## src/rtl/hrmc_pkg.sv

```systemverilog
// Package: method words, method codes and the code priority function.
`timescale 1ns / 1ps
`default_nettype none
package hrmc_pkg;

   localparam int WORD_COUNT = 9;
   localparam int HIST_DEPTH = 8;
   localparam int WORD_BYTES = 9;
   localparam int WORD_DELETE = 1;
   localparam int WORD_TRACE = 8;
   localparam logic [7:0] SCAN_LIMIT_RESET = 8'd50;

   typedef logic [WORD_BYTES*8-1:0] word_chars_type;
   typedef logic [WORD_COUNT-1:0] word_flags_type;

   // Byte j (bits 8j+7:8j) holds the character j places before the word's end.
   localparam word_chars_type METHOD_WORDS [WORD_COUNT] = '{
      word_chars_type'("connect"), word_chars_type'("delete"),
      word_chars_type'("extension"), word_chars_type'("get"),
      word_chars_type'("head"), word_chars_type'("options"),
      word_chars_type'("post"), word_chars_type'("put"),
      word_chars_type'("trace")
   };
   localparam logic [3:0] METHOD_LENS [WORD_COUNT] = '{
      4'd7, 4'd6, 4'd9, 4'd3, 4'd4, 4'd7, 4'd4, 4'd3, 4'd5
   };

   typedef enum logic [3:0] {
      CODE_UNKNOWN = 4'd0,
      CODE_CONNECT = 4'd1,
      CODE_DELETE = 4'd2,
      CODE_EXTENSION = 4'd3,
      CODE_GET = 4'd4,
      CODE_HEAD = 4'd5,
      CODE_OPTIONS = 4'd6,
      CODE_POST = 4'd7,
      CODE_PUT = 4'd8,
      CODE_TRACE = 4'd9
   } method_code_type;

   // Later words except trace, then delete at start, then trace later,
   // then any start word; lowest index wins within each group.
   function automatic method_code_type pick_code(word_flags_type later,
                                                 word_flags_type start);
      method_code_type code;
      code = CODE_UNKNOWN;
      for (int b = WORD_COUNT - 1; b >= 0; b--) begin
         if (start[b]) code = method_code_type'(4'(b + 1));
      end
      if (later[WORD_TRACE]) code = CODE_TRACE;
      if (start[WORD_DELETE]) code = CODE_DELETE;
      for (int b = WORD_TRACE - 1; b >= 0; b--) begin
         if (later[b]) code = method_code_type'(4'(b + 1));
      end
      return code;
   endfunction

endpackage
`default_nettype wire

```

## src/rtl/hrmc_if.sv

```systemverilog
// Channel interfaces: packet bytes, method results and the scan limit write.
`timescale 1ns / 1ps
`default_nettype none
interface hrmc_req_if;
   logic       valid;
   logic       ready;
   logic [7:0] data_byte;
   logic       last_byte;
   modport source (output valid, data_byte, last_byte, input ready);
   modport sink (input valid, data_byte, last_byte, output ready);
endinterface

interface hrmc_rsp_if;
   logic       valid;
   logic       ready;
   logic [3:0] method_code;
   modport source (output valid, method_code, input ready);
   modport sink (input valid, method_code, output ready);
endinterface

interface hrmc_csr_if;
   logic       valid;
   logic       ready;
   logic [7:0] scan_limit;
   modport source (output valid, scan_limit, input ready);
   modport sink (input valid, scan_limit, output ready);
endinterface
`default_nettype wire

```

## src/rtl/http_request_method_classify.sv

```systemverilog
// Top level: HTTP request method classifier over a packet byte stream.
//
// Usage:
//  - req_ch carries one packet byte per transfer; last_byte marks the end.
//  - rsp_ch carries one method_code per packet, issued after its last byte.
//  - csr_ch writes scan_limit (bytes searched from packet start); always
//    ready, and meant to be written between packets.
// Throughput: one byte per cycle, steady state, no gaps between packets,
//  unless a last byte waits behind a stalled result. The fold is logic
//  before the input register; 9 word compares against an 8-byte history and
//  code priority are combinational between it and the result register.
// Stall: the result register holds its code until rsp_ch transfers it.
//  Bytes keep flowing meanwhile; only a further last byte waits in the input
//  register, and req_ch.ready drops only then.
// Reset: synchronous, active high. Clears all packet state, empties both
//  registers and sets scan_limit to 50. No clearing pass is needed.
`timescale 1ns / 1ps
`default_nettype none
module http_request_method_classify
   import hrmc_pkg::*;
(
   input  wire         clock,
   input  wire         reset,
   hrmc_req_if.sink    req_ch,
   hrmc_rsp_if.source  rsp_ch,
   hrmc_csr_if.sink    csr_ch
);

   // scan limit register
   logic [7:0] scan_limit_ff, scan_limit_in;

   // input register (holds the folded byte)
   logic       in_valid_ff, in_valid_in;
   logic [7:0] in_byte_ff, in_byte_in;
   logic       in_last_ff, in_last_in;

   // packet state
   logic [7:0]     hist_ff [HIST_DEPTH];
   logic [7:0]     hist_in [HIST_DEPTH];
   logic [7:0]     pos_ff, pos_in;
   word_flags_type start_ff, start_in;
   word_flags_type later_ff, later_in;

   // result register
   logic            rsp_valid_ff, rsp_valid_in;
   method_code_type rsp_code_ff, rsp_code_in;

   logic           advance;
   logic           req_xfer;
   logic           in_window;
   logic [8:0]     pos_plus1;
   word_flags_type hit_start, hit_later;
   word_flags_type start_next, later_next;
   logic           match;

   // A byte moves on unless it ends a packet and the result slot is blocked.
   assign advance  = in_valid_ff && (!in_last_ff || !rsp_valid_ff || rsp_ch.ready);
   assign req_ch.ready = !in_valid_ff || advance;
   assign req_xfer = req_ch.valid && req_ch.ready;
   assign csr_ch.ready = 1'b1;

   assign rsp_ch.valid = rsp_valid_ff;
   assign rsp_ch.method_code = rsp_code_ff;

   // Input stage with A-Z folded to lower case.
   always_comb begin
      scan_limit_in = csr_ch.valid ? csr_ch.scan_limit : scan_limit_ff;
      in_valid_in   = req_xfer ? 1'b1 : (advance ? 1'b0 : in_valid_ff);
      in_byte_in    = in_byte_ff;
      in_last_in    = in_last_ff;
      if (req_xfer) begin
         in_last_in = req_ch.last_byte;
         if (req_ch.data_byte >= 8'h41 && req_ch.data_byte <= 8'h5a) begin
            in_byte_in = req_ch.data_byte + 8'h20;
         end else begin
            in_byte_in = req_ch.data_byte;
         end
      end
   end

   // Word matching: each word ends at the current byte, earlier chars in history.
   assign pos_plus1 = {1'b0, pos_ff} + 9'd1;
   assign in_window = pos_ff < scan_limit_ff;

   always_comb begin
      hit_start = '0;
      hit_later = '0;
      for (int w = 0; w < WORD_COUNT; w++) begin
         match = (in_byte_ff == METHOD_WORDS[w][7:0]);
         for (int k = 0; k < HIST_DEPTH; k++) begin
            if (5'(k + 1) < {1'b0, METHOD_LENS[w]}) begin
               match = match && (hist_ff[k] == METHOD_WORDS[w][8*(k+1) +: 8]);
            end
         end
         if (in_window && match && pos_plus1 >= {5'd0, METHOD_LENS[w]}) begin
            if (pos_plus1 == {5'd0, METHOD_LENS[w]}) begin
               hit_start[w] = 1'b1;
            end else begin
               hit_later[w] = 1'b1;
            end
         end
      end
   end

   assign start_next = start_ff | hit_start;
   assign later_next = later_ff | hit_later;

   // Packet state update and result load.
   always_comb begin
      hist_in      = hist_ff;
      pos_in       = pos_ff;
      start_in     = start_ff;
      later_in     = later_ff;
      rsp_code_in  = rsp_code_ff;
      rsp_valid_in = rsp_valid_ff && !rsp_ch.ready;
      if (advance) begin
         if (in_last_ff) begin
            // packet done: issue code, back to reset state
            rsp_code_in  = pick_code(later_next, start_next);
            rsp_valid_in = 1'b1;
            for (int k = 0; k < HIST_DEPTH; k++) begin
               hist_in[k] = '0;
            end
            pos_in   = '0;
            start_in = '0;
            later_in = '0;
         end else begin
            for (int k = HIST_DEPTH - 1; k > 0; k--) begin
               hist_in[k] = hist_ff[k-1];
            end
            hist_in[0] = in_byte_ff;
            // saturates at 255, which lies outside every window
            if (pos_ff != 8'hff) begin
               pos_in = pos_ff + 8'd1;
            end
            start_in = start_next;
            later_in = later_next;
         end
      end
   end

   always_ff @(posedge clock) begin
      if (reset) begin
         scan_limit_ff <= SCAN_LIMIT_RESET;
         in_valid_ff   <= 1'b0;
         pos_ff        <= '0;
         start_ff      <= '0;
         later_ff      <= '0;
         rsp_valid_ff  <= 1'b0;
         for (int k = 0; k < HIST_DEPTH; k++) begin
            hist_ff[k] <= '0;
         end
      end else begin
         scan_limit_ff <= scan_limit_in;
         in_valid_ff   <= in_valid_in;
         pos_ff        <= pos_in;
         start_ff      <= start_in;
         later_ff      <= later_in;
         rsp_valid_ff  <= rsp_valid_in;
         hist_ff       <= hist_in;
      end
   end

   // payload registers, no reset
   always_ff @(posedge clock) begin
      in_byte_ff  <= in_byte_in;
      in_last_ff  <= in_last_in;
      rsp_code_ff <= rsp_code_in;
   end

endmodule
`default_nettype wire

```

## src/flat_wrapper.sv

```systemverilog
// flat-port wrapper written by rule: the top's interface ports become plain ports
module http_request_method_classify_flat import hrmc_pkg::*;
  (clock, reset, req_ch_valid, req_ch_data_byte, req_ch_last_byte, req_ch_ready, rsp_ch_valid, rsp_ch_method_code, rsp_ch_ready, csr_ch_valid, csr_ch_scan_limit, csr_ch_ready);
  hrmc_req_if req_ch_i ();
  hrmc_rsp_if rsp_ch_i ();
  hrmc_csr_if csr_ch_i ();
  input  wire clock;
  input  wire reset;
  input wire logic [$bits(req_ch_i.valid)-1:0] req_ch_valid;
  input wire logic [$bits(req_ch_i.data_byte)-1:0] req_ch_data_byte;
  input wire logic [$bits(req_ch_i.last_byte)-1:0] req_ch_last_byte;
  output wire logic [$bits(req_ch_i.ready)-1:0] req_ch_ready;
  output wire logic [$bits(rsp_ch_i.valid)-1:0] rsp_ch_valid;
  output wire logic [$bits(rsp_ch_i.method_code)-1:0] rsp_ch_method_code;
  input wire logic [$bits(rsp_ch_i.ready)-1:0] rsp_ch_ready;
  input wire logic [$bits(csr_ch_i.valid)-1:0] csr_ch_valid;
  input wire logic [$bits(csr_ch_i.scan_limit)-1:0] csr_ch_scan_limit;
  output wire logic [$bits(csr_ch_i.ready)-1:0] csr_ch_ready;
  assign req_ch_i.valid = req_ch_valid;
  assign req_ch_i.data_byte = req_ch_data_byte;
  assign req_ch_i.last_byte = req_ch_last_byte;
  assign req_ch_ready = req_ch_i.ready;
  assign rsp_ch_valid = rsp_ch_i.valid;
  assign rsp_ch_method_code = rsp_ch_i.method_code;
  assign rsp_ch_i.ready = rsp_ch_ready;
  assign csr_ch_i.valid = csr_ch_valid;
  assign csr_ch_i.scan_limit = csr_ch_scan_limit;
  assign csr_ch_ready = csr_ch_i.ready;
  http_request_method_classify u_core (.clock(clock), .reset(reset), .req_ch(req_ch_i), .rsp_ch(rsp_ch_i), .csr_ch(csr_ch_i));
endmodule
```

## config.mk

```make
export PLATFORM = sky130hd
export DESIGN_NAME = http_request_method_classify_flat
export DESIGN_NICKNAME = d
export VERILOG_FILES = /design/src/rtl/hrmc_pkg.sv /design/src/rtl/hrmc_if.sv /design/src/rtl/http_request_method_classify.sv /design/src/flat_wrapper.sv
export SDC_FILE = /design/constraint.sdc
export NUM_CORES = 1
export LEC_CHECK = 0
export ABC_AREA = 1
export BUFFER_PORTS_ARGS = -buffer_cell sky130_fd_sc_hd__buf_2
export CAP_MARGIN = 10
export CORE_ASPECT_RATIO = 0.5
export CORE_MARGIN = 2
export CORE_UTILIZATION = 35
export CTS_CLUSTER_DIAMETER = 40
export DETAILED_ROUTE_END_ITERATION = 6
export SKIP_LAST_GASP = 1
export SYNTH_ARGS = -nofsm -noshare
export SYNTH_HDL_FRONTEND = slang
export SYNTH_SLANG_ARGS = --single-unit
```

## constraint.sdc

```tcl
create_clock -name clock -period 3.4 [get_ports clock]
set_input_delay 0 -clock clock [delete_from_list [all_inputs] [get_ports clock]]
set_output_delay 0 -clock clock [all_outputs]
set_load 0.01 [all_outputs]
```

## Word level (Yosys, flattened, before mapping)

Index checks and enable logic that the tools add are counted.

- Register bits: 113
- Bits of input ports: 22
- Output and inout bits: 7
- Word-level logic and storage cells: 209

- $add $sub $neg: 3
- Magnitude comparators: 9
- Equal/unequal tests: 45
- Multiplexer cells: 57
- Bitwise operators: 2
- Reduce and logical (&&, ||, !) cells: 74

Operators with widths:

| operator | number |
|---|---|
| equality test 8 x 7 -> 1 bit, second input constant | 38 |
| two-way mux 64 bit | 1 |
| logical AND 1 bit | 61 |
| two-way mux 4 bit | 11 |
| equality test 9 x 3 -> 1 bit, second input constant | 4 |
| greater-or-equal comparator 9 x 3 -> 1 bit, second input constant | 4 |
| two-way mux 1 bit | 34 |
| two-way mux 8 bit | 3 |
| two-way mux 9 bit | 2 |
| OR 9 bit | 2 |
| two-way mux 3 bit | 4 |
| adder 8 x 1 -> 9 bit, second input constant | 1 |
| equality test 9 x 2 -> 1 bit, second input constant | 1 |
| equality test 9 x 4 -> 1 bit, second input constant | 1 |
| greater-or-equal comparator 9 x 2 -> 1 bit, second input constant | 1 |
| greater-or-equal comparator 9 x 4 -> 1 bit, second input constant | 1 |
| adder 8 x 1 -> 8 bit, second input constant | 1 |
| adder 8 x 6 -> 8 bit, second input constant | 1 |
| greater-or-equal comparator 8 x 7 -> 1 bit, second input constant | 1 |
| less-or-equal comparator 8 x 7 -> 1 bit, second input constant | 1 |
| < comparator 8 bit | 1 |
| != test 8 bit, second input constant | 1 |
| OR reduction 7 bit | 1 |
| zero test 1 bit | 4 |
| other kinds (5) | 10 |

## Logic depth before layout (Yosys ltp)

Gate-level depths: netlist of the first run.

- Depth in word-level cells: 30
- Gate-level depth with buffers: 25
- Depth with buffers taken out: 25

## Worst setup path before layout of the first run

Ideal clock, no wire load.

- Kind: reg-to-reg
- Start point: register u_core.pos_ff[0]
- End point: register u_core.rsp_code_ff[0], in the netlist u_core.rsp_ch.method_code[0], data pin
- Setup time: 254 ps
- Arrival time: 2129 ps
- Required time: 3146 ps
- Path slack: 1017 ps
- Cell stages (with the launch flop): 23
- Buffers on the path: 0
- Clock period less this slack: 2383 ps
- Cell sequence: dfxtp_1 > ha_1 > nand2_1 > o21ai_0 > nand2_1 > nor2_1 > nand3_1 > nor2_1 > nor2_1 > nand2_1 > nand2_1 > nand2_1 > nand2_1 > nand2_1 > nand2_1 > nand2_1 > nand2_1 > nand2_1 > nand2_1 > nand2_1 > nand2_1 > nand2_1 > nand2_1

- Word-level cells in the longest chain between the ends: 22
- Elaborated cells on any way between the ends: 81
- Those cells by class: add/sub: 1; order compare: 7; eq/ne: 6; mux: 47; bitwise: 2; reduce/logical: 18

Ends and longest elaborated chain:

| item | line | source |
|---|---|---|
| start: declaration | http_request_method_classify.sv:40 | `logic [7:0] pos_ff, pos_in;` |
| start signal: assignment | http_request_method_classify.sv:156 | `pos_ff <= pos_in;` |
| adder 8 x 1 -> 9 bit / < comparator 8 bit (equally long branches) | http_request_method_classify.sv:82, http_request_method_classify.sv:83 |  |
| greater-or-equal comparator 9 x 3 -> 1 bit, or another cell as far along | http_request_method_classify.sv:95 | `if (in_window && match && pos_plus1 >= {5'd0, METHOD_LENS[w]}) begin` |
| logical AND 1 bit / two-way mux 1 bit (equally long branches) | http_request_method_classify.sv:95, http_request_method_classify.sv:96 |  |
| two-way mux 1 bit | http_request_method_classify.sv:95 |  |
| OR 9 bit | http_request_method_classify.sv:105 | `assign start_next = start_ff \| hit_start;` |
| two-way mux 4 bit (8 in a row) | hrmc_pkg.sv:48 | `if (start[b]) code = method_code_type'(4'(b + 1));` |
| two-way mux 4 bit | hrmc_pkg.sv:50 | `if (later[WORD_TRACE]) code = CODE_TRACE;` |
| two-way mux 4 bit | hrmc_pkg.sv:51 | `if (start[WORD_DELETE]) code = CODE_DELETE;` |
| two-way mux 4 bit | hrmc_pkg.sv:53 | `if (later[b]) code = method_code_type'(4'(b + 1));` |
| two-way mux 3 bit (4 in a row) | hrmc_pkg.sv:53 |  |
| two-way mux 2 bit (2 in a row) | hrmc_pkg.sv:53 |  |
| end signal: assignment | http_request_method_classify.sv:168 | `rsp_code_ff <= rsp_code_in;` |
| end: declaration | http_request_method_classify.sv:46 | `method_code_type rsp_code_ff, rsp_code_in;` |

Parallel ways exist; a longest one is shown, timed or not.
A chain may end at the register's enable or synchronous reset.

## Worst setup path in the final report of the first run

Ends and elaborated chain as after synthesis.

==> tab_implementation.tex, run 1 <==
\begin{tabular}{lr}
\hline
Metric & Value \\
\hline
\multicolumn{2}{l}{\textbf{Clock network}} \\
\quad Buffer depth of the longest clock path & 2 \\
\quad TritonCTS clock tree & yes \\
\quad Clock slew at reported path FFs & about 0.060 ns \\
\quad Number of clock buffers inserted by TritonCTS & 17 \\
\quad Post-CTS setup buffers & 0 \\
\quad Total number of clock tree sinks & 113 \\
\quad CTS Root Buffer Type & clkbuf\_16 \\
\quad Worst-Skew Late Latency & 0.41 ns \\
\quad H-tree depth & 4 \\
\multicolumn{2}{l}{\textbf{Floorplanning}} \\
\quad Die Y-Extent & 93.3 um \\
\quad Number of top-level pins & 29 \\
\quad Number of standard-cell rows in the floorplan & 32 \\
\quad Initial standard-cell utilization of the core & between 30 and 40\% \\
\quad Die area & 17000 um2 \\
\quad Die boundary width & 183 um \\
\quad Core box area & 15500 um2 \\
\multicolumn{2}{l}{\textbf{Power}} \\
\quad Switching pwr & between 0.0007 and 0.0008 W \\
\quad Flop pwr share & 40.7\% \\
\quad Total Power & 0.00341 W \\
\quad Gate power share & about 4.8\% \\
\quad Share of power burned in the clock network & between 50\% and 60\% \\
\quad Cell internal pwr & around 0.0026 W \\
\quad Standby leakage power & 2.56 nW \\
\quad Total power per unit cell area & 498 nW/um2 \\
\quad Sw Share & 23.2\% \\
\quad VDD IR-drop max & 0.000367 V \\
\multicolumn{2}{l}{\textbf{Finish}} \\
\quad Layout cell share with drive strength beyond 1 & 8.22\% \\
\quad Final design utilization & 44.2\% \\
\quad Final \#Nets & 921 \\
\quad Diodes inserted & 0 \\
\quad Non-filler cells, final & 1104 \\
\quad Area of the multi-input gates & about 2700 um2 \\
\quad Synth-to-layout area growth & 22.7\% \\
\quad Number of inserted filler cells in the final layout & roughly 1600 \\
\quad Seq. cell area & between 2000 and 2500 um2 \\
\multicolumn{2}{l}{\textbf{Timing}} \\
\quad Post-layout min period & 2.76 ns \\
\quad Peak clock frequency supported by timing & approximately 0.36 GHz \\
\quad Max-slew headroom at the worst pin & 45.6\% \\
\quad Unrepaired setup endpoints after global routing & false \\
\quad Total count of hold-check failures in the final report & 0 \\
\quad Worst hold slack & 0.0951 ns \\
\quad Final period utilization & 81.2\% \\
\quad Final count of pins violating max slew & 0 \\
\quad Summed negative setup slack over all endpoints & 0 ns \\
\quad Clock skew & 0.00846 ns \\
\quad Final count of negative-setup-slack endpoints & 0 \\
\quad Slew at the pin with the worst max-slew slack & 0.817 ns \\
\multicolumn{2}{l}{\textbf{Setup path}} \\
\quad Critical path fanouts, max & 9 \\
\quad Arrival time worst endpoint & 2.93 ns \\
\quad Cells traversed along the worst timing path & ha\_1 > nand2\_1 > o21ai\_0 > nand2\_1 > nor2\_1 > nand3\_1 > nor2\_1 > nor2\_1 > nand2\_1 > nand2\_1 > nand2\_1 > nand2\_1 > nand2\_1 > nand2\_1 > nand2\_1 > nand2\_1 > nand2\_1 > nand2\_1 > nand2\_1 > nand2\_1 > nand2\_1 > nand2\_1 \\
\quad Worst path max stage delay & 0.50 ns \\
\quad Highest-delay cell along the critical path & dfxtp\_1 \\
\quad Sort of element at the start of the critical path & flop \\
\quad Endpoint kind of the worst setup timing path & flop \\
\quad Setup Crit Path Kind & flop to flop \\
\quad Most numerous cell on the critical path & nand2\_1 \\
\quad Worst EP required & 3.57 ns \\
\quad Family of cells with the greatest summed delay on the critical path & simple AND/OR/NAND/NOR gates \\
\quad Buf+Inv Stages, Crit Path & 0 \\
\multicolumn{2}{l}{\textbf{Synthesis}} \\
\quad Most common cell in the synthesized netlist & nand2\_1 \\
\quad Synth area leaders & dfxtp\_1 36\%, nand2\_1 18\%, a21oi\_1 8.3\%, edfxtp\_1 7.0\%, nor2\_1 6.5\% \\
\quad Number of enable-type register cells in the synthesized netlist & 13 \\
\quad Number of register bits inferred by synthesis & about 110 \\
\quad Post-synth top area share & 35.9\% \\
\quad Mean instance size in the synthesized netlist & approximately 6.7 um2 \\
\quad Net Count, Synth & 865 \\
\quad Ys Warns & 0 \\
\quad Cells after synthesis & 831 \\
\quad Top cell types by occurrence after synthesis & 267 x nand2\_1, 100 x dfxtp\_1, 96 x nor2\_1, 93 x inv\_1, 92 x a21oi\_1 \\
\quad Dominant cell type by area after synthesis & dfxtp\_1 \\
\quad Area of the mapped netlist & 5580 um2 \\
\quad Sequential share of the synthesized area & 42.9\% \\
\quad Prevailing post-synth register cell & dfxtp\_1 \\
\quad Async SR Flop Fraction & 0\% \\
\quad Count of different cell masters after synthesis & 32 \\
\multicolumn{2}{l}{\textbf{Placement}} \\
\quad Routability cong. & 0.936 \\
\quad Count of buffers from port buffering & 27 \\
\quad Post-detail-place hpwl & 9740 um \\
\quad Placed insts & roughly 1000 \\
\multicolumn{2}{l}{\textbf{Drt}} \\
\quad Number of vias per cell after detailed routing & 4.84 \\
\quad Number of remaining DRC errors & 0 \\
\quad Pre-antenna DRT Iters & 5 \\
\quad Drt wl/cell & about 13 um \\
\quad First-iteration detailed-routing DRC count & 538 \\
\quad ANT nets after route & 0 \\
\quad Wirelength, routed & 14400 um \\
\quad Via count & 5348 \\
\multicolumn{2}{l}{\textbf{GRT}} \\
\quad Pin count of the biggest net entering global routing & between 70 and 80 \\
\quad Vias in the first global route & 5143 \\
\quad Combined global-route utilization of all metal layers & between 10\% and 20\% \\
\quad Number of antenna violations at the first check in global routing & 0 \\
\quad Wire length of the first global-routing pass & between 20000 and 25000 um \\
\quad Total global routing overflow & 0 \\
\multicolumn{2}{l}{\textbf{Status}} \\
\quad Outcome & completed \\
\multicolumn{2}{l}{\textbf{Min path}} \\
\quad Path type of the worst min-delay path & primary input to flop \\
\multicolumn{2}{l}{\textbf{Job}} \\
\quad Total of max-cap violations & 0 \\
\hline
\end{tabular}
per-stage QoR:
stage / setup WS (ns) / cell area [um2]
2_1_floorplan: 1.02 / 5580
3_3_place_gp: 0.759 / 5900
3_5_place_dp: 0.681 / 5900
4_1_cts: 0.667 / 6840
5_1_grt: 0.322 / 6840
6_report: 0.640 / 6840
final cells by class:
cell class / instances / share of cell area, %
Multi-Input combinational cell: 597 / 40.0
Tap cell: 204 / 3.73
Sequential cell: 113 / 35.0
Clock buffer: 18 / 6.42
Clock inverter: 14 / 2.63
Inverter: 95 / 5.21
Timing Repair Buffer: 63 / 7.09
registers in the layout (all words and copies together), names as in the netlist:
| register | count |
|---|---|
| u_core.rsp_ch.valid | 1 |
| u_core.rsp_ch.method_code | 4 |
| u_core.in_last_ff | 1 |
| u_core.scan_limit_ff | 8 |
| u_core.hist_ff | 64 |
| u_core.in_byte_ff | 8 |
| u_core.start_ff | 9 |
| u_core.pos_ff | 8 |
| u_core.in_valid_ff | 1 |
| u_core.later_ff | 9 |
layer usage:
metal | wire, um | part of all wire [%] | global-route usage, % | up-vias
li1 | - | - | - | 2781
met1 | 7260 | 50 | 24.3 | 2468
met2 | 6380 | 44 | 29.0 | 80
met3 | 553 | 3.8 | 4.56 | 19
met4 | 231 | 1.6 | 6.38 | 0
met5 | 0 | 0 | 0 | -
layout by cell type (no fill, tap or decap), types with 2 or more instances in the layout:
cell type,Yosys,layout
o21bai_1,3,3
clkinv_4,0,4
nand3_1,41,41
ha_1,12,12
clkinvlp_4,0,2
nand2_1,267,267
inv_2,2,3
inv_1,93,92
a21oi_1,92,92
nor4_1,2,2
clkbuf_16,0,17
edfxtp_1,13,13
nor2_1,96,95
bufinv_16,0,3
a211oi_1,9,9
o21ai_0,20,20
nor2_4,1,2
o21ai_1,3,3
buf_4,1,4
dlygate4sd3_1,0,32
dfxtp_1,100,100
nor3_1,20,20
nand3b_1,7,7
nor2_2,2,2
buf_2,0,27
nand4_1,12,12
inv_6,0,4
timing repair:
item / CTS / global route
hold buffers: 32 / 0
gates resized for setup: 0 / 0
setup endpoints to repair: 0 / 0
hold endpoints to repair: 19 / 0
cells by family (layout without fill, tap and decap cells):
family | after synthesis | after routing | synth area share, %
adder cells (fa/ha/maj) | 12 | 12 | 2.69
AND/OR/NAND/NOR | 453 | 453 | 33.6
AO/OA/AOI/OAI | 131 | 131 | 12.5
buffers and inverters | 121 | 190 | 8.21
flip-flops | 113 | 113 | 42.9
other | 1 | 1 | 0.0672
worst min-delay path, stage by stage:
cell and delay (ns):
buf_2 0.15, inv_1 0.22, a21oi_1 0.09
power by group through the flow:
stage	combinational (W)	sequential, W	clock [W]
finish	0.000165	0.00139	0.00186
global route	0.000186	0.00139	0.00197
CTS	0.000164	0.00138	0.00188
detailed placement	0.000133	0.00141	0
global placement	0.000131	0.00141	0
floorplan	0.0000889	0.00141	0
worst paths after layout:
kind / start / end / slack [ns] / cells past startpoint
setup / recovery: u_core.pos_ff[0] / u_core.rsp_ch.method_code[0] / 0.64 / 22
hold reg to reg: u_core.start_ff[8] / u_core.start_ff[8] / 0.45 / 2
hold / removal: csr_ch_valid / u_core.scan_limit_ff[7] / 0.1 / 3
setup reg to reg: u_core.pos_ff[0] / u_core.rsp_ch.method_code[0] / 0.64 / 22
Power figures use the tool's default switching activity.
==> inputs of run 2 (changes only) <==
--- a/config.mk
+++ b/config.mk
@@ -5,7 +5,7 @@
 export SDC_FILE = /design/constraint.sdc
 export NUM_CORES = 1
 export LEC_CHECK = 0
-export ABC_AREA = 1
+export ABC_AREA = 0
 export BUFFER_PORTS_ARGS = -buffer_cell sky130_fd_sc_hd__buf_2
 export CAP_MARGIN = 10
 export CORE_ASPECT_RATIO = 0.5
==> constraint.sdc (replaced) <==
create_clock -name clock -period 2.3 [get_ports clock]
set_input_delay 0 -clock clock [delete_from_list [all_inputs] [get_ports clock]]
set_output_delay 0 -clock clock [all_outputs]
set_load 0.01 [all_outputs]
==> run 2 against run 1 <==
  * Sequential share of layout area down 5.5 points
  * Sequential cell count stayed put
  * Fmax decreased by 4.8%
  * Largest cell class unchanged
  * Global-route usage is 2.6 points higher
  * Area after synthesis shrank 4.4%
  * Critical path depth decreased by 14
  * First-iteration DRC count decreased by 17%
  * Register-to-register slack worse by 1.2 ns
  * Sequential power is 47% higher
  * Combinational power rose by 98%
  * The run now ends with setup timing left
==> tab_implementation.tex, run 2 <==
\begin{tabular}{lr}
\hline
Metric & Value \\
\hline
\multicolumn{2}{l}{\textbf{Floorplanning}} \\
\quad Die area & 16300 um2 (was 17000 um2) \\
\quad Number of standard-cell rows in the floorplan & 31 (was 32) \\
\quad Die Y-Extent & 91.3 um (was 93.3 um) \\
\quad Die boundary width & 179 um (was 183 um) \\
\quad Number of top-level pins & 29 (unchanged) \\
\quad Core box area & 14700 um2 (was 15500 um2) \\
\quad Initial standard-cell utilization of the core & 36.4\% (was 36.0\%) \\
\multicolumn{2}{l}{\textbf{Drt}} \\
\quad ANT nets after route & 0 (unchanged) \\
\quad Wirelength, routed & 16500 um (was 14400 um) \\
\quad Number of vias per cell after detailed routing & 5.35 (was 4.84) \\
\quad First-iteration detailed-routing DRC count & 445 (was 538) \\
\quad Via count & 5474 (was 5348) \\
\quad Drt wl/cell & 16.1 um (was 13.1 um) \\
\quad Number of remaining DRC errors & 0 (unchanged) \\
\quad Pre-antenna DRT Iters & 5 (unchanged) \\
\multicolumn{2}{l}{\textbf{Timing}} \\
\quad Fin worst setup slack & -0.599 ns (was 0.640 ns) \\
\quad Worst hold slack & 0.0307 ns (was 0.0951 ns) \\
\quad Final count of negative-setup-slack endpoints & 17 (was 0) \\
\quad Final count of pins violating max slew & 0 (unchanged) \\
\quad Max-slew headroom at the worst pin & 47.6\% (was 45.6\%) \\
\quad Peak clock frequency supported by timing & 0.345 GHz (was 0.362 GHz) \\
\quad Total count of hold-check failures in the final report & 0 (unchanged) \\
\quad Clock skew & 0.00764 ns (was 0.00846 ns) \\
\quad Slew at the pin with the worst max-slew slack & 0.786 ns (was 0.817 ns) \\
\quad Unrepaired setup endpoints after global routing & true (was false) \\
\quad Final period utilization & 126\% (was 81.2\%) \\
\quad Post-layout min period & 2.90 ns (was 2.76 ns) \\
\multicolumn{2}{l}{\textbf{GRT}} \\
\quad Combined global-route utilization of all metal layers & 20.8\% (was 18.3\%) \\
\quad Total global routing overflow & 0 (unchanged) \\
\quad Met2 capacity usage during global routing & 33.6\% (was 29.0\%) \\
\quad Number of antenna violations at the first check in global routing & 0 (unchanged) \\
\quad Met1 GRT Util & 27.1\% (was 24.3\%) \\
\quad Wire length of the first global-routing pass & 26800 um (was 24500 um) \\
\quad Pin count of the biggest net entering global routing & 65 (was 76) \\
\quad Most congested layer reported by global routing & met2 (unchanged) \\
\quad Met3 Track Usage GR & 4.69\% (was 4.56\%) \\
\quad Vias in the first global route & 5426 (was 5143) \\
\multicolumn{2}{l}{\textbf{Setup path}} \\
\quad Family of cells with the greatest summed delay on the critical path & simple AND/OR/NAND/NOR gates (unchanged) \\
\quad CP startpoint & u\_core.pos\_ff[1] (was u\_core.pos\_ff[0]) \\
\quad Buf+Inv Stages, Crit Path & 1 (was 0) \\
\quad Sort of element at the start of the critical path & flop (unchanged) \\
\quad Critical path fanouts, max & 4 (was 9) \\
\quad Endpoint kind of the worst setup timing path & flop (unchanged) \\
\quad Worst path max stage delay & 0.51 ns (was 0.50 ns) \\
\quad Worst EP required & 2.46 ns (was 3.57 ns) \\
\quad Setup Crit Path Kind & flop to flop (unchanged) \\
\quad Highest-delay cell along the critical path & or4b\_4 (was dfxtp\_1) \\
\quad Arrival time worst endpoint & 3.06 ns (was 2.93 ns) \\
\quad Cells traversed along the worst timing path & ha\_4 > and3\_4 > or4\_4 > a211o\_4 > or4b\_4 > a21o\_1 > buf\_6 > o311a\_2 (was ha\_1 > nand2\_1 > o21ai\_0 > nand2\_1 > nor2\_1 > nand3\_1 > nor2\_1 > nor2\_1 > nand2\_1 > nand2\_1 > nand2\_1 > nand2\_1 > nand2\_1 > nand2\_1 > nand2\_1 > nand2\_1 > nand2\_1 > nand2\_1 > nand2\_1 > nand2\_1 > nand2\_1 > nand2\_1) \\
\quad Depth of the worst register-to-register path & 8 (was 22) \\
\quad Worst path depth & 8 (was 22) \\
\quad Worst r2r src & u\_core.pos\_ff[1] (was u\_core.pos\_ff[0]) \\
\multicolumn{2}{l}{\textbf{Clock network}} \\
\quad Total number of clock tree sinks & 113 (unchanged) \\
\quad Number of clock buffers inserted by TritonCTS & 17 (unchanged) \\
\quad Buffer depth of the longest clock path & 2 (unchanged) \\
\quad H-tree depth & 4 (unchanged) \\
\quad TritonCTS clock tree & yes (unchanged) \\
\quad Clock slew at reported path FFs & 0.05 ns (was 0.06 ns) \\
\quad Worst-Skew Late Latency & 0.42 ns (was 0.41 ns) \\
\quad CTS Root Buffer Type & clkbuf\_16 (unchanged) \\
\multicolumn{2}{l}{\textbf{Synthesis}} \\
\quad Ys Warns & 0 (unchanged) \\
\quad Cells after synthesis & 597 (was 831) \\
\quad Async SR Flop Fraction & 0\% (unchanged) \\
\quad Dominant cell type by area after synthesis & dfxtp\_1 (unchanged) \\
\quad Sequential share of the synthesized area & 44.9\% (was 42.9\%) \\
\quad Synth area leaders & dfxtp\_1 38\%, a22oi\_1 9.2\%, nor2\_1 7.4\%, edfxtp\_1 7.3\%, ha\_1 2.8\% (was dfxtp\_1 36\%, nand2\_1 18\%, a21oi\_1 8.3\%, edfxtp\_1 7.0\%, nor2\_1 6.5\%) \\
\quad Top cell types by occurrence after synthesis & 105 x nor2\_1, 100 x dfxtp\_1, 65 x a22oi\_1, 29 x clkbuf\_1, 28 x nand2\_1 (was 267 x nand2\_1, 100 x dfxtp\_1, 96 x nor2\_1, 93 x inv\_1, 92 x a21oi\_1) \\
\quad Number of enable-type register cells in the synthesized netlist & 13 (unchanged) \\
\quad Area of the mapped netlist & 5330 um2 (was 5580 um2) \\
\quad Post-synth top area share & 37.5\% (was 35.9\%) \\
\quad Prevailing post-synth register cell & dfxtp\_1 (unchanged) \\
\quad Most common cell in the synthesized netlist & nor2\_1 (was nand2\_1) \\
\quad Net Count, Synth & 631 (was 865) \\
\quad Count of different cell masters after synthesis & 65 (was 32) \\
\quad Number of register bits inferred by synthesis & 113 (unchanged) \\
\quad Mean instance size in the synthesized netlist & 8.93 um2 (was 6.71 um2) \\
\multicolumn{2}{l}{\textbf{Placement}} \\
\quad Routability cong. & 0.889 (was 0.936) \\
\quad Post-detail-place hpwl & 10900 um (was 9740 um) \\
\quad Placed insts & 956 (was 1040) \\
\quad Count of buffers from port buffering & 27 (unchanged) \\
\quad Placement Setup Slack & -0.785 ns (was 0.681 ns) \\
\quad Area after detailed placement & 6890 um2 (was 5900 um2) \\
\multicolumn{2}{l}{\textbf{Power}} \\
\quad VDD IR-drop max & 0.000553 V (was 0.000367 V) \\
\quad Total power per unit cell area & 596 nW/um2 (was 498 nW/um2) \\
\quad Standby leakage power & 3.38 nW (was 2.56 nW) \\
\multicolumn{2}{l}{\textbf{Finish}} \\
\quad Non-filler cells, final & 1023 (was 1104) \\
\quad Diodes inserted & 0 (unchanged) \\
\quad Final \#Nets & 846 (was 921) \\
\quad Leading registers by flop count & u\_core.hist\_ff (64), u\_core.later\_ff (9), u\_core.start\_ff (9) (unchanged) \\
\quad Flip-flop count of the largest register, all copies and words added & 64 (unchanged) \\
\quad Most common cell after layout, fill and taps aside & buf\_4 (was nand2\_1) \\
\quad Finished layout cell area & 8150 um2 (was 6840 um2) \\
\quad Biggest register & u\_core.hist\_ff (unchanged) \\
\quad Layout cell share with drive strength beyond 1 & 36.1\% (was 8.22\%) \\
\quad Synth-to-layout area growth & 52.9\% (was 22.7\%) \\
\quad Leading cell types in the layout, fill and taps excluded & 161 x buf\_4, 101 x nor2\_1, 96 x dfxtp\_1 (was 267 x nand2\_1, 100 x dfxtp\_1, 95 x nor2\_1) \\
\multicolumn{2}{l}{\textbf{Min path}} \\
\quad Number of cells on the worst hold path & 3 (unchanged) \\
\quad Beginning of the worst hold path & csr\_ch\_valid (unchanged) \\
\quad Path type of the worst min-delay path & primary input to flop (unchanged) \\
\multicolumn{2}{l}{\textbf{Status}} \\
\quad Outcome & complete, but fails checks (was completed) \\
\quad Failing checks & setup timing \\
\multicolumn{2}{l}{\textbf{Job}} \\
\quad Total of max-cap violations & 0 (unchanged) \\
\hline
\end{tabular}
-- run 2: power breakdown --
group          total [W]  internal, W  switching (W)
clock            0.00249      0.00151       0.000983
sequential       0.00204      0.00202      0.0000179
combinational   0.000326     0.000149       0.000177
-- run 2: logic make-up after synthesis --
group                      Yosys count  share of synthesized area, %
other                                1                        0.0703
DFF                                113                          44.9
adders and majority gates           12                          2.82
and+or+nand+nor                    246                          24.8
AOI/OAI and AO/OA                  171                          22.5
muxes                                5                         0.939
buffers and inverters               45                          3.38
xor gates and xnor gates             4                         0.657
-- run 2: final cells by class --
| class | count | area [um2] |
|---|---|---|
| Clock buffer | 19 | 443 |
| Clock inverter | 13 | 114 |
| Fill cell | 1280 | 6510 |
| Inverter | 14 | 52.6 |
| Multi-Input combinational cell | 439 | 3120 |
| Sequential cell | 113 | 2400 |
| Tap cell | 198 | 248 |
| Timing Repair Buffer | 227 | 1780 |
-- run 2: metal layers --
layer	wire, um	vias to the layer above	part of all wire [%]
met1	7700	2633	47
met3	705	31	4.3
met2	7740	134	47
met4	340	0	2.1
met5	0	-	0
li1	-	2676	-
-- run 2: final timing paths --
kind                                  end  slack, ns
max          u_core.rsp_ch.method_code[3]      -0.60
min               u_core.scan_limit_ff[6]       0.03
max reg2reg  u_core.rsp_ch.method_code[3]      -0.60
min reg2reg       u_core.scan_limit_ff[2]       0.49
-- run 2: worst reg2reg max path, delay by kind of cell, from the launching register on --
kind	cells	cell delay, ns
buffers and inverters	1	0.13
adders and majority gates	1	0.15
AOI/OAI and AO/OA	3	0.94
DFF	1	0.35
and+or+nand+nor	3	1.07
-- run 2: stage by stage --
step,utilization (%),total power (W),TNS (ns)
detailed placement,47.0,0.00235,-5.33
global placement,47.0,0.00235,-5.00
floorplan,-,0.00222,-2.26
global route,55.6,0.00503,-4.51
finish,55.6,0.00486,-3.33
CTS,53.6,0.00488,-3.75
-- run 2: repair_timing --
item / 4_1_cts / 5_1_grt
resized for setup: 26 / 55
endpoints found under the hold margin: 33 / 0
pin swaps: 9 / 28
hold buffers: 27 / 0
buffers inserted: 3 / 9
endpoints found under the setup margin: 18 / 26
==> inputs of run 3 (changes only) <==
--- a/config.mk
+++ b/config.mk
@@ -5,14 +5,15 @@
 export SDC_FILE = /design/constraint.sdc
 export NUM_CORES = 1
 export LEC_CHECK = 0
-export ABC_AREA = 0
+export ABC_AREA = 1
 export BUFFER_PORTS_ARGS = -buffer_cell sky130_fd_sc_hd__buf_2
 export CAP_MARGIN = 10
 export CORE_ASPECT_RATIO = 0.5
 export CORE_MARGIN = 2
-export CORE_UTILIZATION = 35
+export CORE_UTILIZATION = 55
 export CTS_CLUSTER_DIAMETER = 40
 export DETAILED_ROUTE_END_ITERATION = 6
+export PLACE_DENSITY = 0.76
 export SKIP_LAST_GASP = 1
 export SYNTH_ARGS = -nofsm -noshare
 export SYNTH_HDL_FRONTEND = slang
==> run 3 against run 2 <==
  * The run still ends with setup timing left
  * Hold slack improved by 0.072 ns
  * Total power increased by 2.1%
  * Die area decreased by 32%
  * Setup slack improved by 0.083 ns
  * Largest power group unchanged
  * Sequential cell count is the same
  * Sequential share of layout area grew 1.7 points
  * Final area decreased by 5.2%
  * Largest cell class unchanged
==> tab_implementation.tex, run 3 (synthesis gave the netlist of run 1 again) <==
\begin{tabular}{lr}
\hline
Metric & Value \\
\hline
\multicolumn{2}{l}{\textbf{Finish}} \\
\quad Seq. cell area & 2410 um2 (was 2400 um2) \\
\quad Synth-to-layout area growth & 38.6\% (was 52.9\%) \\
\quad Area of the multi-input gates & 2950 um2 (was 3120 um2) \\
\quad Final \#Nets & 1019 (was 846) \\
\quad Leading cell types in the layout, fill and taps excluded & 250 x nand2\_1, 97 x buf\_4, 92 x inv\_1, 92 x dfxtp\_1, 88 x a21oi\_1 (was 161 x buf\_4, 101 x nor2\_1, 96 x dfxtp\_1) \\
\quad Layout cell share with drive strength beyond 1 & 22.7\% (was 36.1\%) \\
\quad Biggest register & u\_core.hist\_ff (unchanged) \\
\quad Number of inserted filler cells in the final layout & 638 (was 1280) \\
\quad Flip-flop count of the largest register, all copies and words added & 64 (unchanged) \\
\quad Most common cell after layout, fill and taps aside & nand2\_1 (was buf\_4) \\
\quad Diodes inserted & 0 (unchanged) \\
\quad Non-filler cells, final & 1133 (was 1023) \\
\quad Leading registers by flop count & u\_core.hist\_ff (64), u\_core.later\_ff (9), u\_core.start\_ff (9) (unchanged) \\
\quad Final design utilization & 80.2\% (was 55.6\%) \\
\multicolumn{2}{l}{\textbf{Clock network}} \\
\quad CTS Root Buffer Type & clkbuf\_16 (unchanged) \\
\quad H-tree depth & 4 (unchanged) \\
\quad TritonCTS clock tree & yes (unchanged) \\
\quad Number of clock buffers inserted by TritonCTS & 17 (unchanged) \\
\quad Worst-Skew Late Latency & 0.42 ns (about the same) \\
\quad Clock slew at reported path FFs & 0.06 ns (was 0.05 ns) \\
\quad Total number of clock tree sinks & 113 (unchanged) \\
\quad Buffer depth of the longest clock path & 2 (unchanged) \\
\multicolumn{2}{l}{\textbf{Drt}} \\
\quad Via count & 6322 (was 5474) \\
\quad Number of remaining DRC errors & 0 (unchanged) \\
\quad Drt wl/cell & 16.2 um (was 16.1 um) \\
\quad First-iteration detailed-routing DRC count & 784 (was 445) \\
\quad Wirelength, routed & 18300 um (was 16500 um) \\
\quad Pre-antenna DRT Iters & 7 (was 5) \\
\quad Number of vias per cell after detailed routing & 5.58 (was 5.35) \\
\quad ANT nets after route & 0 (unchanged) \\
\multicolumn{2}{l}{\textbf{GRT}} \\
\quad Total global routing overflow & 0 (unchanged) \\
\quad Wire length of the first global-routing pass & 27400 um (was 26800 um) \\
\quad Vias in the first global route & 5790 (was 5426) \\
\quad Number of antenna violations at the first check in global routing & 0 (unchanged) \\
\quad Pin count of the biggest net entering global routing & 76 (was 65) \\
\quad Combined global-route utilization of all metal layers & 31.9\% (was 20.8\%) \\
\multicolumn{2}{l}{\textbf{Setup path}} \\
\quad Endpoint kind of the worst setup timing path & flop (unchanged) \\
\quad Most numerous cell on the critical path & nand2\_1 \\
\quad Worst path max stage delay & 0.35 ns (was 0.51 ns) \\
\quad Buf+Inv Stages, Crit Path & 1 (unchanged) \\
\quad Highest-delay cell along the critical path & dfxtp\_2 (was or4b\_4) \\
\quad Arrival time worst endpoint & 2.99 ns (was 3.06 ns) \\
\quad Worst EP required & 2.48 ns (was 2.46 ns) \\
\quad Family of cells with the greatest summed delay on the critical path & simple AND/OR/NAND/NOR gates (unchanged) \\
\quad Setup slack on the worst flop-to-flop path & -0.52 ns (was -0.60 ns) \\
\quad Worst r2r src & u\_core.pos\_ff[5] (was u\_core.pos\_ff[1]) \\
\quad Sort of element at the start of the critical path & flop (unchanged) \\
\quad Critical path fanouts, max & 4 (unchanged) \\
\quad Depth of the worst register-to-register path & 20 (was 8) \\
\quad Critical register-to-register path endpoint & u\_core.rsp\_ch.method\_code[0] (was u\_core.rsp\_ch.method\_code[3]) \\
\quad CP startpoint & u\_core.pos\_ff[5] (was u\_core.pos\_ff[1]) \\
\quad Cells traversed along the worst timing path & buf\_4 > nand3\_1 > o21ai\_2 > nand2\_2 > nor2\_1 > nand4\_1 > nor2\_2 > nand2\_1 > nand3b\_1 > nand2\_2 > nor2\_4 > nand2\_1 > nand2\_1 > nand2\_1 > nand2\_1 > nand2\_1 > nand2\_1 > nand2\_1 > nand2\_1 > nand2\_1 (was ha\_4 > and3\_4 > or4\_4 > a211o\_4 > or4b\_4 > a21o\_1 > buf\_6 > o311a\_2) \\
\quad Setup Crit Path Kind & flop to flop (unchanged) \\
\multicolumn{2}{l}{\textbf{Min path}} \\
\quad Beginning of the worst hold path & csr\_ch\_valid (unchanged) \\
\quad Path type of the worst min-delay path & primary input to flop (unchanged) \\
\quad Hold path endpoint & u\_core.scan\_limit\_ff[2] (was u\_core.scan\_limit\_ff[6]) \\
\quad Number of cells on the worst hold path & 3 (unchanged) \\
\multicolumn{2}{l}{\textbf{Power}} \\
\quad Standby leakage power & 3.14 nW (was 3.38 nW) \\
\quad Total Power & 0.00496 W (was 0.00486 W) \\
\quad VDD IR-drop max & 0.000561 V (was 0.000553 V) \\
\quad Total power per unit cell area & 642 nW/um2 (was 596 nW/um2) \\
\multicolumn{2}{l}{\textbf{Timing}} \\
\quad Max-slew headroom at the worst pin & 58.6\% (was 47.6\%) \\
\quad Peak clock frequency supported by timing & 0.355 GHz (was 0.345 GHz) \\
\quad Total count of hold-check failures in the final report & 0 (unchanged) \\
\quad Slew at the pin with the worst max-slew slack & 0.619 ns (was 0.786 ns) \\
\quad Final count of pins violating max slew & 0 (unchanged) \\
\quad Unrepaired setup endpoints after global routing & true (unchanged) \\
\quad Fin worst setup slack & -0.516 ns (was -0.599 ns) \\
\quad Clock skew & 0.00774 ns (was 0.00764 ns) \\
\quad Final period utilization & 122\% (was 126\%) \\
\quad Final count of negative-setup-slack endpoints & 8 (was 17) \\
\quad Summed negative setup slack over all endpoints & -1.87 ns (was -3.33 ns) \\
\quad Post-layout min period & 2.82 ns (was 2.90 ns) \\
\multicolumn{2}{l}{\textbf{Placement}} \\
\quad Placement Setup Slack & -0.128 ns (was -0.785 ns) \\
\quad Routability cong. & 0.936 (was 0.889) \\
\quad Count of buffers from port buffering & 27 (unchanged) \\
\quad Post-detail-place hpwl & 10100 um (was 10900 um) \\
\quad Placed insts & 1045 (was 956) \\
\multicolumn{2}{l}{\textbf{Floorplanning}} \\
\quad Initial standard-cell utilization of the core & 57.9\% (was 36.4\%) \\
\quad Core box area & 9630 um2 (was 14700 um2) \\
\quad Die area & 11000 um2 (was 16300 um2) \\
\quad Die boundary width & 146 um (was 179 um) \\
\quad Die Y-Extent & 75.2 um (was 91.3 um) \\
\quad Number of top-level pins & 29 (unchanged) \\
\quad Number of standard-cell rows in the floorplan & 25 (was 31) \\
\multicolumn{2}{l}{\textbf{Status}} \\
\quad Outcome & complete, but fails checks (unchanged) \\
\quad Failing checks & setup timing (unchanged) \\
\multicolumn{2}{l}{\textbf{Job}} \\
\quad Total of max-cap violations & 0 (unchanged) \\
\hline
\end{tabular}
[run 3: cell count changes in the layout (fill, tap and decap cells not counted), moves of 20 or more]
cell     previous run  this run
nand3_1             8        38
nand2_1            27       250
inv_1              14        92
a22oi_1            64         0
a21oi_1            14        88
buf_4             161        97
nor2_1            101        81
[run 3: per-layer routing]
metal / wire (um) / part of all wire, % / global-route usage (%) / vias to the layer above
met5: 0 / 0 / 0 / -
met4: 762 / 4.2 / 14.1 / 0
met3: 1690 / 9.2 / 7.45 / 96
met2: 8170 / 45 / 54.7 / 383
met1: 7700 / 42 / 39.7 / 2864
li1: - / - / - / 2979
[run 3: timing repair]
| item | CTS | global route |
|---|---|---|
| pin swaps | 28 | 19 |
| endpoints found under the setup margin | 4 | 9 |
| setup buffers | 20 | 4 |
| hold buffers | 32 | 0 |
| endpoints found under the hold margin | 19 | 0 |
| gates resized for setup | 41 | 30 |
[run 3: per-stage QoR]
stage / hold WS, ns / cell area [um2]
4_1_cts: 0.0606 / 7600
3_5_place_dp: 0.179 / 6410
2_1_floorplan: 0.0989 / 5580
6_report: 0.103 / 7730
5_1_grt: 0.141 / 7730
3_3_place_gp: 0.177 / 6410
[run 3: cell type report]
class	instances	area share [%]
Clock buffer	18	5.68
Clock inverter	14	1.83
Inverter	95	4.65
Multi-Input combinational cell	597	38.1
Sequential cell	113	31.1
Tap cell	135	2.19
Timing Repair Buffer	161	16.4
[run 3: worst min-delay path: stages]
cell	delay (ns)
buf_2	0.16
inv_1	0.17
a21oi_1	0.16
[run 3: worst max path at each step]
stage	endpoint	depth (start not counted)	slack, ns
2_1_floorplan	u_core.rsp_ch.method_code[0]	22	0.04
3_3_place_gp	u_core.rsp_ch.method_code[0]	17	-0.09
3_5_place_dp	u_core.rsp_ch.method_code[0]	20	-0.13
4_1_cts	u_core.rsp_ch.method_code[0]	24	-0.06
5_1_grt	u_core.rsp_ch.method_code[1]	18	-0.62
6_report	u_core.rsp_ch.method_code[0]	20	-0.52
[run 3: report_power, final]
group	switching (W)	internal, W
Clock	0.00107	0.00155
Combinational	0.000179	0.000121
Sequential	0.0000207	0.00202
Total	0.00127	0.00369
